### src/sv/rxsa_ram.sv
// ---------------------------------------------------------------------------
// rxsa_ram
// generic single-port-write, one-read ram with registered read data
// ---------------------------------------------------------------------------
module rxsa_ram #(
    parameter int WIDTH = 8,
    parameter int DEPTH = 16
) (
    input  logic                     i_clk,
    input  logic                     i_we,
    input  logic [$clog2(DEPTH)-1:0] i_waddr,
    input  logic [WIDTH-1:0]         i_wdata,
    input  logic [$clog2(DEPTH)-1:0] i_raddr,
    output logic [WIDTH-1:0]         o_rdata
);
    logic [WIDTH-1:0] r_mem [DEPTH];

    always_ff @(posedge i_clk) begin
        if (i_we) begin
            r_mem[i_waddr] <= i_wdata;
        end
        o_rdata <= r_mem[i_raddr];
    end
endmodule

### config.mk
export PLATFORM = sky130hd
export DESIGN_NAME = rxsa_ram
export DESIGN_NICKNAME = d
export VERILOG_FILES = /design/src/sv/rxsa_ram.sv
export SDC_FILE = /design/constraint.sdc
export NUM_CORES = 1
export LEC_CHECK = 0
export BUFFER_PORTS_ARGS = -buffer_cell sky130_fd_sc_hd__buf_4
export CAP_MARGIN = 20
export CELL_PAD_IN_SITES_DETAIL_PLACEMENT = 2
export CELL_PAD_IN_SITES_GLOBAL_PLACEMENT = 2
export CORE_AREA = 2 2 105 132
export DETAILED_ROUTE_END_ITERATION = 8
export DIE_AREA = 0 0 107 134
export MAX_ROUTING_LAYER = met4
export PLACE_DENSITY_LB_ADDON = 0.1
export SYNTH_ARGS = -nofsm -noshare
export SYNTH_HDL_FRONTEND = slang
export SYNTH_SLANG_ARGS = --single-unit
### constraint.sdc
create_clock -name i_clk -period 3.28 [get_ports i_clk]
set_input_delay 0 -clock i_clk [delete_from_list [all_inputs] [get_ports i_clk]]
set_output_delay 0 -clock i_clk [all_outputs]
set_load 0.05 [all_outputs]
After elaboration in Yosys (flattened, before gate mapping)

Memories as Yosys holds them, arrays and structs flattened. A register that Yosys moved wholly into a read port is not among the register bits.
Cells that the tools add are included.

Memory bits (writable): 128
Register bits after elaboration: 0
Logic and storage cells: 3
Input port bits: 18
Output and inout port bits: 8
Memories: 1

Memory list:

| name  | depth | bits a word | rd ports | clocked after memory_dff | write ports | line | text |
|---|---|---|---|---|---|---|---|
| r_mem | 16    | 8           | 1        | 1                        | 1           | 16   | `logic [WIDTH-1:0] r_mem [DEPTH];` |

Multiplexer cells: 2

Operator list:

| kind              | number |
|---|---|
| two-way mux 1 bit | 2 |

Longest topological paths before layout

Gate-level depths: netlist of run 1.

Word-level depth: 2
Gate-level depth with buffers: 5
Gate-level depth less buffers: 3

Worst setup path after synthesis of run 1

No wires, ideal clock.

Kind: input to register
Start point: input i_waddr[2]
End point: memory r_mem[0][0] (enable)
Path buffers: 0
Library setup time: 383 ps
Arrival time: 1110 ps
Slack: 1787 ps
Cell stages on the path: 2
Required time: 2897 ps
Path through: or3b_2 nor3_1

RTL lines:

| element         | line | text |
|---|---|---|
| start, declared | 11   | `input logic [$clog2(DEPTH)-1:0] i_waddr,` |
| end, declared   | 16   |  |

Straight into the memory's write port.

==> results of run 1 <==
-- synthesized netlist by cell type --
library cell       n  area [µm²]
mux4_1            14       367.9
nand2_1            9       33.78
mux4_2            18       405.4
nor3_1             4       20.02
buf_4              1       7.510
or3b_2             1       8.760
buf_6              3       33.78
edfxtp_1         128        3844
nor2b_1            1       6.260
nor2_1            13       48.80
and2_1             1       6.260
buf_2              3       15.01
nand3_1            1       5.000
nand3b_1           2       15.01
dfxtp_1            8       160.2
a22oi_1           16       120.1
clkdlybuf4s25_2    3       30.03
nand2b_1           2       12.51
and2b_1            1       7.510
-- area by class of cell --
cell class | count | area [µm²] | area share (%)
sequential | 136 | 4004 | 64.31
clock inverter | 14 | 181.4 | 2.914
timing repair buffer | 42 | 335.3 | 5.386
tap | 171 | 214.0 | 3.436
multi-input combinational | 83 | 1062 | 17.06
clock buffer | 18 | 429.2 | 6.893
-- flip-flops by register name, indices dropped and copies added, names as in the netlist --
register  cells
o_rdata       8
r_mem       128
-- through the flow --
stage / util [%] / instances / hold slack (ps)
after floorplan: - / 229 / 98.87
after global placement: 42.17 / 424 / 313.7
after detailed placement: 42.21 / 424 / 328.0
after CTS: 47.48 / 464 / 18.26
after global routing: 47.48 / 464 / 52.24
final: 47.48 / 464 / 26.91
-- report_power, final --
| group | switching (mW) | total (mW) | internal [mW] |
|---|---|---|---|
| clock network | 0.709 | 1.97 | 1.26 |
| registers | 0.0134 | 1.96 | 1.94 |
| logic | 0.147 | 0.237 | 0.0903 |
| total | 0.869 | 4.17 | 3.30 |
-- timing repair --
action | CTS | global route
hold buffers | 8 | 0
endpoints found under the hold margin | 128 | 0
setup buffers | 0 | 0
-- cell families (layout without fill, tap and decap cells) --
logic type      Yosys count  in the layout  share of synthesized area (%)
buf+inv                  10             74                          1.677
flops                   136            136                          77.78
compound gates           16             16                          2.334
simple gates             35             35                          3.184
mux                      32             32                          15.02
-- metal layers --
| metal | GRT usage (%) | share of wire [%] | up-vias |
|---|---|---|---|
| li1 | - | - | 1073 |
| met3 | 3.984 | 2.8 | 15 |
| met2 | 29.37 | 51 | 45 |
| met5 | - | 0 | - |
| met4 | 5.844 | 1.2 | 0 |
| met1 | 25.40 | 45 | 1314 |
-- cells in the final DEF, fill, tap and decap left out, types with 2 or more instances in the layout --
cell	netlist	final
buf_4	1	34
a22oi_1	16	16
nor2_1	13	13
nand2b_1	2	2
dfxtp_1	8	8
clkinv_1	0	2
nand2_1	9	9
nand3b_1	2	2
dlygate4sd3_1	0	8
mux4_1	14	14
edfxtp_1	128	128
nor3_1	4	3
clkbuf_16	0	17
clkinv_2	0	3
clkinvlp_4	0	4
mux4_2	18	18
bufinv_16	0	4
-- critical path, stage by stage (launching register included) --
cell,delay [ps]
edfxtp_1,370
mux4_1,490
a22oi_1,310
nand2_1,110
-- worst paths after layout --
path                              startpoint     endpoint  slack [ps]
worst max-delay path            r_mem[10][1]   o_rdata[1]        1870
worst min register to register  r_mem[15][3]   o_rdata[3]         670
worst min-delay path              i_waddr[0]  r_mem[4][0]          30
worst max register to register  r_mem[10][1]   o_rdata[1]        1870
==> impl_metrics.json, run 1 <==
{
  "outcome": "finished, final reports clean",
  "grt_max_degree": 33,
  "hpwl_um": 7163,
  "p_leak_nw": 2.084,
  "ys_seq_area_share_pct": 77.78,
  "finalPower_mw": 4.165,
  "syn-num-nets": 247,
  "drcViolationCount": 0,
  "antenna_found_initial": 0,
  "crit_type": "register to register",
  "grt_setup_unrepaired": "false",
  "synth_cell_types": 19,
  "clock_path_buffers": 2,
  "layout.nets": 298,
  "cap_violations": 0,
  "grt_remaining_overflow": 0,
  "crit_path_end_kind": "register",
  "fmax_mhz": 710.4,
  "ioPinCount": 26,
  "finalClockSkew_ps": 5.270,
  "power.density_nw_per_um2": 669.0,
  "cts_root_buf": "clkbuf_16",
  "cp.required_ps": 3560,
  "vias": 2447,
  "pre_cts_slack_ps": 1539,
  "min_period_over_period_pct": 42.92,
  "arrival_ps": 1690,
  "start_util_pct": 39.25,
  "synth_area_um2": 5147,
  "hold_depth": 2,
  "synth_cells": 229,
  "track_usage_pct": 18.94,
  "post_dp_cell_area_um2": 5535,
  "cts.sinks": 136,
  "port_buffers": 25,
  "drt_iter0_markers": 142,
  "clock_latency_ps": 410,
  "avgSynthCellArea_um2": 22.48,
  "die_height_um": 134,
  "cts_resized": 0,
  "synth.ff_latch_count": 136,
  "gp_congestion": 0.7238,
  "detail-route-antenna-nets": 0,
  "die-area_um2": 14340,
  "cts_buffers": 17,
  "cts_tree": "done",
  "die_x_um": 107,
  "ir_worst_vdd_mv": 0.3221,
  "relSlewSlack_pct": 37.69,
  "tightest_slew_ps": 932.7,
  "startpoint_type": "register",
  "finalSetupViolCount": 0,
  "post_drt_wl_per_cell_um": 25.90,
  "grt_pass1_vias": 2686,
  "hold_class": "input port to register",
  "drv_slew": 0,
  "rr_worst_depth": 3,
  "finalSetupTns_ps": 0,
  "dr.pass1.iters": 4,
  "vias_per_cell": 5.274,
  "yosysWarnings": 0,
  "drive_gt1_share_pct": 28.33,
  "worst_slack_ps": 1872,
  "grt_first_pass_wirelength_um": 18130,
  "htree_levels": 4,
  "antennaDiodeCount": 0,
  "hold_viol": 0,
  "critical_path_peak_fanout": 1,
  "route.final.wire_length_um": 12020,
  "clk_pin_slew_ps": 60,
  "layout_min_cycle_time_ps": 1408,
  "areaGrowthSynthToFinish_pct": 20.95,
  "fin_area_um2": 6226,
  "nFillCells": 1169,
  "core_um2": 13110,
  "rows": 47
}
(Power assumes the default switching activity.)
==> run 2: changes to the inputs <==
--- a/config.mk
+++ b/config.mk
@@ -5,13 +5,14 @@
 export SDC_FILE = /design/constraint.sdc
 export NUM_CORES = 1
 export LEC_CHECK = 0
+export ABC_AREA = 1
 export BUFFER_PORTS_ARGS = -buffer_cell sky130_fd_sc_hd__buf_4
 export CAP_MARGIN = 20
 export CELL_PAD_IN_SITES_DETAIL_PLACEMENT = 2
 export CELL_PAD_IN_SITES_GLOBAL_PLACEMENT = 2
-export CORE_AREA = 2 2 105 132
+export CORE_AREA = 2 2 117 147
 export DETAILED_ROUTE_END_ITERATION = 8
-export DIE_AREA = 0 0 107 134
+export DIE_AREA = 0 0 119 149
 export MAX_ROUTING_LAYER = met4
 export PLACE_DENSITY_LB_ADDON = 0.1
 export SYNTH_ARGS = -nofsm -noshare
==> constraint.sdc (replaced) <==
create_clock -name i_clk -period 1.22 [get_ports i_clk]
set_input_delay 0 -clock i_clk [delete_from_list [all_inputs] [get_ports i_clk]]
set_output_delay 0 -clock i_clk [all_outputs]
set_load 0.05 [all_outputs]
==> impl_metrics.json, run 2 <==
{
  "outcome": "finished, final reports clean",
  "ir_worst_vdd_mv": 0.7865,
  "rr_worst_depth": 6,
  "rows": 53,
  "finalSetupViolCount": 0,
  "top_register": "r_mem",
  "hold_viol": 0,
  "track_usage_pct": 21.97,
  "post-cts-setup-buffer-count": 0,
  "power.density_nw_per_um2": 1648,
  "cpPeakStageDelay_ps": 380,
  "cp.buffers_inverters": 1,
  "cp.required_ps": 1530,
  "reg2reg_slack_ps": 120,
  "regArea_um2": 4004,
  "crit_slowest_cell": "edfxtp_1",
  "arrival_ps": 1410,
  "tightest_slew_ps": 308.0,
  "cts_tree": "done",
  "async_reset_ff_share_pct": 0,
  "cts.sinks": 136,
  "ys_seq_area_share_pct": 69.43,
  "cts_root_buf": "clkbuf_16",
  "hold_start": "i_waddr[3]",
  "synth_area_um2": 5767,
  "worst_slack_ps": 115.4,
  "synth.top_cell.area_share_pct": 66.65,
  "drt_iter0_markers": 192,
  "cap_violations": 0,
  "p_leak_nw": 3.065,
  "pre_cts_slack_ps": 51.47,
  "drv_slew": 0,
  "min_to": "r_mem[5][2]",
  "synth_area_leaders": "edfxtp_1, nand2_1, nand3_1",
  "die_height_um": 149,
  "gp_congestion": 0.7929,
  "clock_latency_ps": 430,
  "hold_depth": 3,
  "critical-path-top-delay-family": "simple AND/OR/NAND/NOR gates",
  "htree_levels": 4,
  "nFillCells": 1725,
  "syn-num-nets": 569,
  "min_period_over_period_pct": 90.54,
  "crit_path_end_kind": "register",
  "grt_remaining_overflow": 0,
  "synth_cell_types": 12,
  "grt_setup_unrepaired": "false",
  "drive_gt1_share_pct": 14.24,
  "core_um2": 16510,
  "crit_cells": 6,
  "layout_min_cycle_time_ps": 1105,
  "vias_per_cell": 4.850,
  "worstReg2RegEnd": "o_rdata[1]",
  "multi_input_area_um2": 1214,
  "synth-edff-count": 128,
  "start_util_pct": 34.92,
  "synth_common_cells": "nand2_1, edfxtp_1, inv_1",
  "port_buffers": 25,
  "dr.pass1.iters": 4,
  "yosysWarnings": 0,
  "synthFlopType": "edfxtp_1",
  "synth.ff_latch_count": 136,
  "drcViolationCount": 0,
  "synth_cells": 551,
  "startpoint_type": "register",
  "hold_class": "input port to register",
  "ioPinCount": 26,
  "reg.largest.list": "r_mem: 128 flops, o_rdata: 8 flops",
  "largest_register_ffs": 128,
  "detail-route-antenna-nets": 0,
  "fmax_mhz": 905.3,
  "antennaDiodeCount": 0,
  "route.final.wire_length_um": 17450,
  "grt_pass1_vias": 4586,
  "path_common_cell": "nand3_1",
  "relSlewSlack_pct": 79.45,
  "place_inst": 804,
  "synthMostInstantiatedCell": "nand2_1",
  "final_cell_mix": "nand2_1, edfxtp_1, inv_1, nand3_1, buf_4",
  "areaGrowthSynthToFinish_pct": 23.15,
  "grt_max_degree": 48,
  "holdWs_ps": 84.23,
  "stdcell_count": 845,
  "critical_path_peak_fanout": 1,
  "path_cells": "inv_1 -> nand2_1 -> nand3_1 -> nand3_1 -> nand3_1 -> nand2_1",
  "cts_buffers": 17,
  "final_common_cell": "nand2_1",
  "layout.nets": 630,
  "die_x_um": 119,
  "finalClockSkew_ps": 12.24,
  "avgSynthCellArea_um2": 10.47,
  "vias": 4098,
  "die-area_um2": 17730,
  "post_drt_wl_per_cell_um": 20.65,
  "hpwl_um": 11190,
  "yosys.area.top_type": "edfxtp_1",
  "antenna_found_initial": 0,
  "r2r-start": "r_mem[1][1]",
  "clk_pin_slew_ps": 60,
  "finalSetupTns_ps": 0,
  "clock_path_buffers": 2,
  "crit_type": "register to register",
  "grt_first_pass_wirelength_um": 26900
}
==> run 2: cell types whose count changed after synthesis, sizes merged, moves of 3 or more <==
cell | before | now
a22oi | 16 | 0
buf | 7 | 24
clkdlybuf4s25 | 3 | 0
inv | 0 | 102
mux4 | 32 | 0
nand2 | 9 | 173
nand3 | 1 | 97
nor2 | 13 | 17
nor3 | 4 | 0
==> run 2: cells by family (layout without fill, tap and decap cells) <==
group / after synthesis / count (layout) / share of synthesized area (%)
buffers and inverters: 126 / 200 / 9.525
flip-flops: 136 / 136 / 69.43
AND/OR/NAND/NOR: 289 / 289 / 21.05
==> run 2: stage by stage <==
step,cell area [µm²],utilization [%],power [mW]
final,7102,43.01,11.70
after detailed placement,6379,38.63,6.243
after global routing,7102,43.01,12.09
after global placement,6379,38.63,6.213
after CTS,7102,43.01,11.86
after floorplan,5767,-,5.821
==> run 2: how the worst max path moves through the flow <==
stage                 start           end  slack [ps]
6_report        r_mem[1][1]    o_rdata[1]         120
3_5_place_dp     i_raddr[0]    o_rdata[1]          50
5_1_grt         r_mem[2][2]    o_rdata[2]          50
2_1_floorplan    i_waddr[2]  r_mem[10][0]         270
3_3_place_gp     i_raddr[0]    o_rdata[1]          60
4_1_cts        r_mem[15][0]    o_rdata[0]         100
==> run 2: area by class of cell <==
| type | count | share of cell area (%) |
|---|---|---|
| sequential | 136 | 56.38 |
| multi-input combinational | 289 | 17.09 |
| timing repair buffer | 66 | 8.351 |
| clock buffer | 17 | 5.990 |
| inverter | 102 | 5.391 |
| tap | 220 | 3.876 |
| clock inverter | 15 | 2.925 |
==> run 2: repair_timing <==
action,CTS,global route
resized for setup,0,0
hold buffers,9,0
hold endpoints to repair,136,0
==> run 2: worst register-to-register path, stage by stage (launching register included) <==
cell	delay [ps]
edfxtp_1	380
inv_1	70
nand2_1	40
nand3_1	80
nand3_1	130
nand3_1	180
nand2_1	100
==> run 2: layer usage <==
layer | GRT usage (%) | vias to the layer above | wire (µm)
li1 | - | 1894 | -
met1 | 24.17 | 2118 | 6964
met2 | 39.63 | 63 | 9661
met3 | 3.746 | 23 | 459
met4 | 8.512 | 0 | 367
met5 | - | - | 0
==> run 2: report_power, final <==
group	switching, mW	total, mW	leakage, nW	internal [mW]
logic	0.617	0.901	1.54	0.284
registers	0.0340	5.26	1.22	5.22
clock network	1.96	5.54	0.300	3.59
total	2.61	11.7	3.06	9.09
